File: config.mk
export PLATFORM = sky130hd
export DESIGN_NAME = keyed_coordinate_table
export DESIGN_NICKNAME = d
export VERILOG_FILES = /design/src/rtl/core/kct_pkg.sv /design/src/rtl/core/kct_ram.sv /design/src/rtl/core/kct_match.sv /design/src/rtl/core/keyed_coordinate_table.sv
export SDC_FILE = /design/constraint.sdc
export NUM_CORES = 2
export LEC_CHECK = 0
export ABC_AREA = 1
export BUFFER_PORTS_ARGS = -buffer_cell sky130_fd_sc_hd__clkbuf_2
export CORE_ASPECT_RATIO = 0.75
export CORE_MARGIN = 2
export CORE_UTILIZATION = 56
export DETAILED_ROUTE_END_ITERATION = 8
export PLACE_DENSITY_LB_ADDON = 0.05
export SYNTH_ARGS = -nofsm -noshare
export SYNTH_HDL_FRONTEND = slang
export SYNTH_SLANG_ARGS = --single-unit
File: constraint.sdc
create_clock -name i_clk -period 5.4 [get_ports i_clk]
set_input_delay 0.54 -clock i_clk [delete_from_list [all_inputs] [get_ports i_clk]]
set_output_delay 0.54 -clock i_clk [all_outputs]
set_load 0.05 [all_outputs]
File: src/rtl/core/kct_pkg.sv
`default_nettype none

package kct_pkg;

    // Defaults for the top-level parameters
    localparam int TABLE_ENTRIES_DEF = 32;
    localparam int COORD_BITS_DEF    = 16;

    // Fixed field widths
    localparam int KEY_W     = 16;
    localparam int KIND_W    = 2;
    localparam int ADDR_W    = 48;
    localparam int COORD_IN_W = 16;
    localparam int SLOT_W    = 5;

    // Address kind codes
    localparam logic [KIND_W-1:0] KIND_NONE    = 2'd0;
    localparam logic [KIND_W-1:0] KIND_UNKNOWN = 2'd1;
    localparam logic [KIND_W-1:0] KIND_ADDR    = 2'd2;
    localparam logic [KIND_W-1:0] KIND_UNDEF   = 2'd3;

    typedef enum logic [1:0] {
        ST_UNCHANGED = 2'd0,
        ST_UPDATED   = 2'd1,
        ST_INSERTED  = 2'd2,
        ST_FULL      = 2'd3
    } t_status;

    typedef enum logic [1:0] {
        S_IDLE,
        S_SCAN,
        S_DONE
    } t_state;

    typedef struct packed {
        t_status             status;
        logic [SLOT_W-1:0]   slot;
    } t_result;

    // Compare unit flags
    typedef struct packed {
        logic key_hit;
        logic coord_same;
    } t_match;

endpackage

`default_nettype wire

File: src/rtl/core/kct_ram.sv
`default_nettype none

module kct_ram #(
    parameter int WIDTH = 8,
    parameter int DEPTH = 32
) (
    input  wire logic                       i_clk,
    input  wire logic                       i_we,
    input  wire logic [$clog2(DEPTH)-1:0]   i_waddr,
    input  wire logic [WIDTH-1:0]           i_wdata,
    input  wire logic [$clog2(DEPTH)-1:0]   i_raddr,
    output logic      [WIDTH-1:0]           o_rdata
);

    logic [WIDTH-1:0] r_mem [DEPTH];

    always_ff @(posedge i_clk) begin
        if (i_we) begin
            r_mem[i_waddr] <= i_wdata;
        end
        o_rdata <= r_mem[i_raddr];
    end

endmodule

`default_nettype wire

File: src/rtl/core/kct_match.sv
`default_nettype none

// Shared compare unit: checks one stored entry against the held frame and
// builds the entry words for update and insert.
module kct_match
    import kct_pkg::*;
#(
    parameter int COORD_BITS = COORD_BITS_DEF,
    parameter int WORD_W     = KEY_W + KIND_W + ADDR_W + 3 * COORD_BITS
) (
    input  wire logic [WORD_W-1:0]       i_rdata,
    input  wire logic [KEY_W-1:0]        i_key,
    input  wire logic [KIND_W-1:0]       i_kind,
    input  wire logic [ADDR_W-1:0]       i_addr,
    input  wire logic [3*COORD_BITS-1:0] i_coord,
    output t_match                       o_match,
    output logic      [WORD_W-1:0]       o_upd_word,
    output logic      [WORD_W-1:0]       o_new_word
);

    localparam int KIND_LO  = KEY_W;
    localparam int ADDR_LO  = KEY_W + KIND_W;
    localparam int COORD_LO = KEY_W + KIND_W + ADDR_W;

    logic [KEY_W-1:0]        st_key;
    logic [KIND_W-1:0]       st_kind;
    logic [ADDR_W-1:0]       st_addr;
    logic [3*COORD_BITS-1:0] st_coord;
    logic                    has_addr;

    assign st_key   = i_rdata[KEY_W-1:0];
    assign st_kind  = i_rdata[KIND_LO +: KIND_W];
    assign st_addr  = i_rdata[ADDR_LO +: ADDR_W];
    assign st_coord = i_rdata[COORD_LO +: 3*COORD_BITS];

    assign has_addr = (i_kind != KIND_NONE);

    always_comb begin
        o_match.key_hit    = (st_key == i_key);
        o_match.coord_same = (st_coord == i_coord);
    end

    // Update keeps key; address and kind only replaced when the frame's kind is not KIND_NONE
    assign o_upd_word = {i_coord,
                         has_addr ? i_addr : st_addr,
                         has_addr ? i_kind : st_kind,
                         st_key};

    assign o_new_word = {i_coord, i_addr, i_kind, i_key};

endmodule

`default_nettype wire

File: src/rtl/core/keyed_coordinate_table.sv
`default_nettype none

// Keyed coordinate table: fully associative key/value store of node records.
//
// Input channel (s_axis): one transfer per frame. tdata carries key, device
// address and x/y/z coordinates; tuser carries the address kind.
// Output channel (m_axis): one transfer per frame with status and slot.
//
// Slots fill in order and are never freed, so a fill count marks the valid
// entries. Each frame scans the filled slots through one read port of the
// entry RAM and one shared comparator, one slot per cycle, stopping at the
// first key hit; a miss ends in an insert at the fill count, or in a full
// status with the frame dropped when no slot is left.
// One frame at a time: s_axis_tready is high only while idle, so the next
// frame is taken only after the result of the last one is posted.
// Reset clears the fill count and the sequencer; no RAM clearing pass.
// A stalled receiver holds the result in the output register; the next frame
// is still accepted and scanned, and waits only to post its own result.
module keyed_coordinate_table
    import kct_pkg::*;
#(
    parameter int TABLE_ENTRIES = TABLE_ENTRIES_DEF,
    parameter int COORD_BITS    = COORD_BITS_DEF
) (
    input  wire logic         i_clk,
    input  wire logic         i_rst_n,
    input  wire logic         s_axis_tvalid,
    output logic              s_axis_tready,
    // [15:0] entry_key, [63:16] node_address, [79:64] coord_x,
    // [95:80] coord_y, [111:96] coord_z
    input  wire logic [111:0] s_axis_tdata,
    // [1:0] address_kind
    input  wire logic [1:0]   s_axis_tuser,
    output logic              m_axis_tvalid,
    input  wire logic         m_axis_tready,
    // [1:0] status, [6:2] slot_index, [7] zero
    output logic [7:0]        m_axis_tdata
);

    localparam int IW     = (TABLE_ENTRIES > 1) ? $clog2(TABLE_ENTRIES) : 1;
    localparam int FW     = $clog2(TABLE_ENTRIES + 1);
    localparam int CW3    = 3 * COORD_BITS;
    localparam int WORD_W = KEY_W + KIND_W + ADDR_W + CW3;

    // Sequencer and control
    t_state          r_state, n_state;
    logic [FW-1:0]   r_fill, n_fill;
    logic [FW-1:0]   r_idx, n_idx;
    logic [IW-1:0]   r_cmp_idx, n_cmp_idx;
    logic            r_pend, n_pend;
    t_result         r_res, n_res;
    t_result         r_out;
    logic            r_out_valid, n_out_valid;
    logic            load_out;

    // Held frame
    logic [KEY_W-1:0]  r_key;
    logic [KIND_W-1:0] r_kind;
    logic [ADDR_W-1:0] r_addr;
    logic [CW3-1:0]    r_coord;

    // RAM and compare unit
    logic              ram_we;
    logic [IW-1:0]     ram_waddr;
    logic [WORD_W-1:0] ram_wdata;
    logic [WORD_W-1:0] ram_rdata;
    t_match            m;
    logic [WORD_W-1:0] upd_word, new_word;

    // Scan control
    logic s_accept, hit, scan_end, issue, room;

    // Frame normalization
    logic [KIND_W-1:0]  in_kind;
    logic signed [31:0] cx, cy, cz;

    // Slot number narrowed to the result field
    logic [IW+SLOT_W-1:0] cmp_wide, fill_wide;

    assign s_axis_tready = (r_state == S_IDLE);
    assign s_accept      = s_axis_tvalid && s_axis_tready;

    assign in_kind = (s_axis_tuser == KIND_UNDEF) ? KIND_NONE : s_axis_tuser;
    assign cx = 32'(signed'(s_axis_tdata[79:64]));
    assign cy = 32'(signed'(s_axis_tdata[95:80]));
    assign cz = 32'(signed'(s_axis_tdata[111:96]));

    always_ff @(posedge i_clk) begin
        if (s_accept) begin
            r_key   <= s_axis_tdata[15:0];
            r_kind  <= in_kind;
            r_addr  <= (in_kind == KIND_ADDR) ? s_axis_tdata[63:16] : '0;
            r_coord <= {cz[COORD_BITS-1:0], cy[COORD_BITS-1:0], cx[COORD_BITS-1:0]};
        end
    end

    kct_ram #(
        .WIDTH (WORD_W),
        .DEPTH (TABLE_ENTRIES)
    ) u_ram (
        .i_clk   (i_clk),
        .i_we    (ram_we),
        .i_waddr (ram_waddr),
        .i_wdata (ram_wdata),
        .i_raddr (r_idx[IW-1:0]),
        .o_rdata (ram_rdata)
    );

    kct_match #(
        .COORD_BITS (COORD_BITS),
        .WORD_W     (WORD_W)
    ) u_match (
        .i_rdata    (ram_rdata),
        .i_key      (r_key),
        .i_kind     (r_kind),
        .i_addr     (r_addr),
        .i_coord    (r_coord),
        .o_match    (m),
        .o_upd_word (upd_word),
        .o_new_word (new_word)
    );

    // Hit on the entry read last cycle; end when nothing left to compare
    assign hit      = (r_state == S_SCAN) && r_pend && m.key_hit;
    assign scan_end = (r_state == S_SCAN) && !hit && (r_idx >= r_fill);
    assign issue    = (r_state == S_SCAN) && !hit && (r_idx < r_fill);
    assign room     = (r_fill < FW'(TABLE_ENTRIES));
    assign load_out = (r_state == S_DONE) && (!r_out_valid || m_axis_tready);

    assign cmp_wide  = {{SLOT_W{1'b0}}, r_cmp_idx};
    assign fill_wide = {{SLOT_W{1'b0}}, r_fill[IW-1:0]};

    // Next state
    always_comb begin
        n_state = r_state;
        case (r_state)
            S_IDLE: begin
                if (s_accept) begin
                    n_state = S_SCAN;
                end
            end
            S_SCAN: begin
                if (hit || scan_end) begin
                    n_state = S_DONE;
                end
            end
            S_DONE: begin
                if (load_out) begin
                    n_state = S_IDLE;
                end
            end
            default: n_state = S_IDLE;
        endcase
    end

    // Datapath and table writes
    always_comb begin
        n_fill      = r_fill;
        n_idx       = r_idx;
        n_cmp_idx   = r_cmp_idx;
        n_pend      = 1'b0;
        n_res       = r_res;
        ram_we      = 1'b0;
        ram_waddr   = r_cmp_idx;
        ram_wdata   = upd_word;
        n_out_valid = r_out_valid;

        if (m_axis_tvalid && m_axis_tready) begin
            n_out_valid = 1'b0;
        end
        if (load_out) begin
            n_out_valid = 1'b1;
        end

        case (r_state)
            S_IDLE: begin
                n_idx = '0;
            end
            S_SCAN: begin
                n_pend    = issue;
                n_cmp_idx = r_idx[IW-1:0];
                if (issue) begin
                    n_idx = r_idx + FW'(1);
                end
                if (hit) begin
                    n_res.slot   = cmp_wide[SLOT_W-1:0];
                    n_res.status = m.coord_same ? ST_UNCHANGED : ST_UPDATED;
                    ram_we       = !m.coord_same;
                end else if (scan_end) begin
                    if (room) begin
                        ram_we       = 1'b1;
                        ram_waddr    = r_fill[IW-1:0];
                        ram_wdata    = new_word;
                        n_fill       = r_fill + FW'(1);
                        n_res.status = ST_INSERTED;
                        n_res.slot   = fill_wide[SLOT_W-1:0];
                    end else begin
                        n_res.status = ST_FULL;
                        n_res.slot   = '0;
                    end
                end
            end
            S_DONE: begin
            end
            default: begin
            end
        endcase
    end

    always_ff @(posedge i_clk) begin
        if (!i_rst_n) begin
            r_state     <= S_IDLE;
            r_fill      <= '0;
            r_pend      <= 1'b0;
            r_out_valid <= 1'b0;
        end else begin
            r_state     <= n_state;
            r_fill      <= n_fill;
            r_pend      <= n_pend;
            r_out_valid <= n_out_valid;
        end
    end

    always_ff @(posedge i_clk) begin
        r_idx     <= n_idx;
        r_cmp_idx <= n_cmp_idx;
        r_res     <= n_res;
        if (load_out) begin
            r_out <= r_res;
        end
    end

    assign m_axis_tvalid = r_out_valid;
    assign m_axis_tdata  = {1'b0, r_out.slot, r_out.status};

    // Checks
    a_fill_bound: assert property (@(posedge i_clk) disable iff (!i_rst_n)
        r_fill <= FW'(TABLE_ENTRIES))
        else $error("fill count beyond table size");

    a_insert_grows: assert property (@(posedge i_clk) disable iff (!i_rst_n)
        (scan_end && room) |=> (r_fill == $past(r_fill) + FW'(1)))
        else $error("insert did not advance fill count");

    a_full_only_when_full: assert property (@(posedge i_clk) disable iff (!i_rst_n)
        (m_axis_tvalid && (m_axis_tdata[1:0] == ST_FULL)) |->
            (r_fill == FW'(TABLE_ENTRIES)))
        else $error("full status with free slots");

    a_hit_in_range: assert property (@(posedge i_clk) disable iff (!i_rst_n)
        hit |-> (FW'(r_cmp_idx) < r_fill))
        else $error("hit on slot outside filled range");

endmodule

`default_nettype wire

==> impl_metrics.json <==
{
  "status": "complete, no violations",
  "slew_viol_final": 0,
  "place_congestion": 0.828,
  "drt_pass1_iterations": 6,
  "drcViolationCount": 0,
  "cts_resized": 0,
  "synth.top_cell.area_share_pct": 75.0,
  "grt_pass1_wl_um": 358000,
  "synth.ff_latch_count": 2211,
  "rsz0062_at_grt": "false",
  "path_class": "flop to flop",
  "grt_pass1_vias": 50460,
  "grt_usage_pct": 32.0,
  "grt_start_max_net_pins": 210,
  "syn2layout_area_growth_pct": 11.9,
  "initial_core_util_pct": 56.2,
  "fill_cells": 11465,
  "clock_sinks": 2211,
  "finalHoldViolCount": 0,
  "coreArea_mm2": 0.152,
  "fmax_mhz": 209,
  "cts_htree_levels": 4,
  "cts-root-buf": "clkbuf_16",
  "overflow": 0,
  "tightestPinTransition_ns": 1.40,
  "syn-num-nets": 6446,
  "hold_path.class": "input port to flop",
  "seq_area_frac_synth_pct": 76.8,
  "synth-edff-count": 2137,
  "critPathCaptureType": "flop",
  "ys_warn_count": 0,
  "min_period_ns": 4.79,
  "post-route-period-util_pct": 88.6,
  "place_area_mm2": 0.0884,
  "vias": 54301,
  "synth_cells": 6320,
  "worstSkewPairLatency_ns": 0.86,
  "setup_viol": 0,
  "yosysTopAreaCell": "edfxtp_1",
  "path_clk_slew_ns": 0.06,
  "max_slew_margin_pct": 6.76,
  "cts_tree": "done",
  "fin_cells": 8605,
  "routed_via_density": 6.31,
  "nets": 6534,
  "synth_flop_cell": "edfxtp_1",
  "totalWireLength_um": 251000,
  "maxCapViolCount": 0,
  "cts_buffer_depth": 3,
  "finalClockSkew_ns": 0.0349,
  "finalInstanceArea_mm2": 0.0957,
  "p_leak_nw": 31.0,
  "dpl.hpwl_um": 122000,
  "peakVddDrop_uv": 460,
  "cts-buffers-inserted": 204,
  "dieWidth_um": 455,
  "pre_cts_slack_ns": 0.710,
  "synth_cell_types": 45,
  "yosysMostFrequentCell": "edfxtp_1",
  "power.density_mw_per_mm2": 528,
  "drt_iter0_drc": 8139,
  "synth.top_cells.by_area": "edfxtp_1 75%, o21ai_0 6.2%, nor2_1 5.2%, o22ai_1 2.5%, dfxtp_1 1.7%",
  "routedWlPerCell_um": 29.1,
  "fp.dieH_um": 342,
  "synth-async-reset-ratio_pct": 0,
  "setup_ws_ns": 0.613,
  "ant_nets": 0,
  "io_buffers": 76,
  "syn_area_per_cell_um2": 13.5,
  "crit_required_ns": 5.86,
  "cp_max_fo": 45,
  "critPathArrivalTime_ns": 5.25,
  "cp-start-kind": "flop",
  "num_rows": 124,
  "die-area_mm2": 0.156,
  "placed_cells_incl_taps": 8156,
  "total_power_mw": 50.5,
  "ios": 128,
  "antenna_found_initial": 4,
  "drive_above_1_share_pct": 9.52,
  "synth_area_mm2": 0.0855,
  "synth_commonest_cells": "2,137 x edfxtp_1, 1,175 x nor2_1, 1,062 x o21ai_0, 386 x nand2_1, 336 x o22ai_1"
}
==> layer usage <==
metal	vias to the layer above	GRT usage (%)	share of wire, %
met3	422	5.40	9.4
met2	2845	48.1	45
met1	27224	48.2	42
li1	23808	-	-
met5	-	0	0.0052
met4	2	10.0	3.0
==> through the flow <==
step | TNS [ns] | hold slack [ns] | util, %
after floorplan | -104.88 | 0.400 | -
after global placement | 0 | 0.403 | 58.1
after detailed placement | 0 | 0.406 | 58.1
after CTS | 0 | 0.0108 | 62.9
after global routing | 0 | 0.0351 | 62.9
final | 0 | 0.0706 | 63.0
==> what timing repair did <==
item	4_1_cts	5_1_grt
hold buffers	62	0
hold endpoints to repair	66	0
buffers inserted	0	0
==> sequential cells by signal, indices dropped and copies added (netlist names), 5 cells and up <==
name           flops
u_ram.r_mem     2048
r_res              7
r_idx              6
m_axis_tdata       7
r_coord           48
r_fill             6
u_ram.o_rdata     64
r_key             16
r_cmp_idx          5
==> worst max-delay path: stages, from the launching register on <==
cell and delay (ns):
dfxtp_1 0.47, inv_1 0.21, ha_1 0.37, a21oi_1 0.15, nand2_1 0.08, a21oi_1 0.20
nand2_2 0.22, nand3_4 0.20, nand2_1 0.10, nand2_2 0.18, nand3_2 0.24, nor2_4 0.83
buf_4 0.91
==> placed cells by master, fill, tap and decap left out, drive strengths merged, types with 2 or more instances in the layout <==
master and count:
a211oi 3, a21oi 78, a31oi 67, a32oi 10, and3 4, buf 175
bufinv 11, clkbuf 396, clkinv 50, clkinvlp 2, dfxtp 74, diode 3
dlygate4sd3 62, edfxtp 2137, ha 8, inv 113, nand2 397, nand3 115
nand4 21, nor2 1181, nor3 21, o211ai 31, o21ai 1087, o221ai 160
o22ai 336, xnor2 39
==> logic make-up (layout without fill, tap and decap cells) <==
group / after synthesis / after routing / synth area share, %
other: 1 / 4 / 0.00439
and+or+nand+nor: 1742 / 1742 / 8.14
buffers and inverters: 543 / 809 / 2.72
DFF: 2211 / 2211 / 76.8
AOI/OAI and AO/OA: 1775 / 1775 / 11.8
adders and majority gates: 8 / 8 / 0.117
xor gates and xnor gates: 40 / 40 / 0.410
==> worst paths after layout <==
check                startpoint             endpoint  slack (ns)  cells past startpoint
setup reg to reg      r_fill[5]  u_ram.r_mem[14][99]        0.61                     12
hold reg to reg        r_res[5]      m_axis_tdata[0]        0.42                      0
setup / recovery      r_fill[5]  u_ram.r_mem[14][99]        0.61                     12
hold / removal    s_axis_tvalid           r_state[0]        0.07                      3
==> area by class of cell <==
| cell class | count | area (um^2) | share of cell area, % |
|---|---|---|---|
| Antenna cell | 3 | 7.51 | 0.00784 |
| Clock buffer | 320 | 6070 | 6.35 |
| Clock inverter | 64 | 616 | 0.643 |
| Inverter | 112 | 464 | 0.485 |
| Multi-Input combinational cell | 3566 | 17800 | 18.6 |
| Sequential cell | 2211 | 65700 | 68.6 |
| Tap cell | 2016 | 2520 | 2.64 |
| Timing Repair Buffer | 313 | 2580 | 2.69 |
==> where the power goes <==
group,internal (mW),total (mW),switching [mW]
Sequential,21.0,21.4,0.413
Combinational,3.64,14.6,11.0
Clock,8.23,14.5,6.24
Total,32.9,50.5,17.6
(Power assumes the default switching activity.)
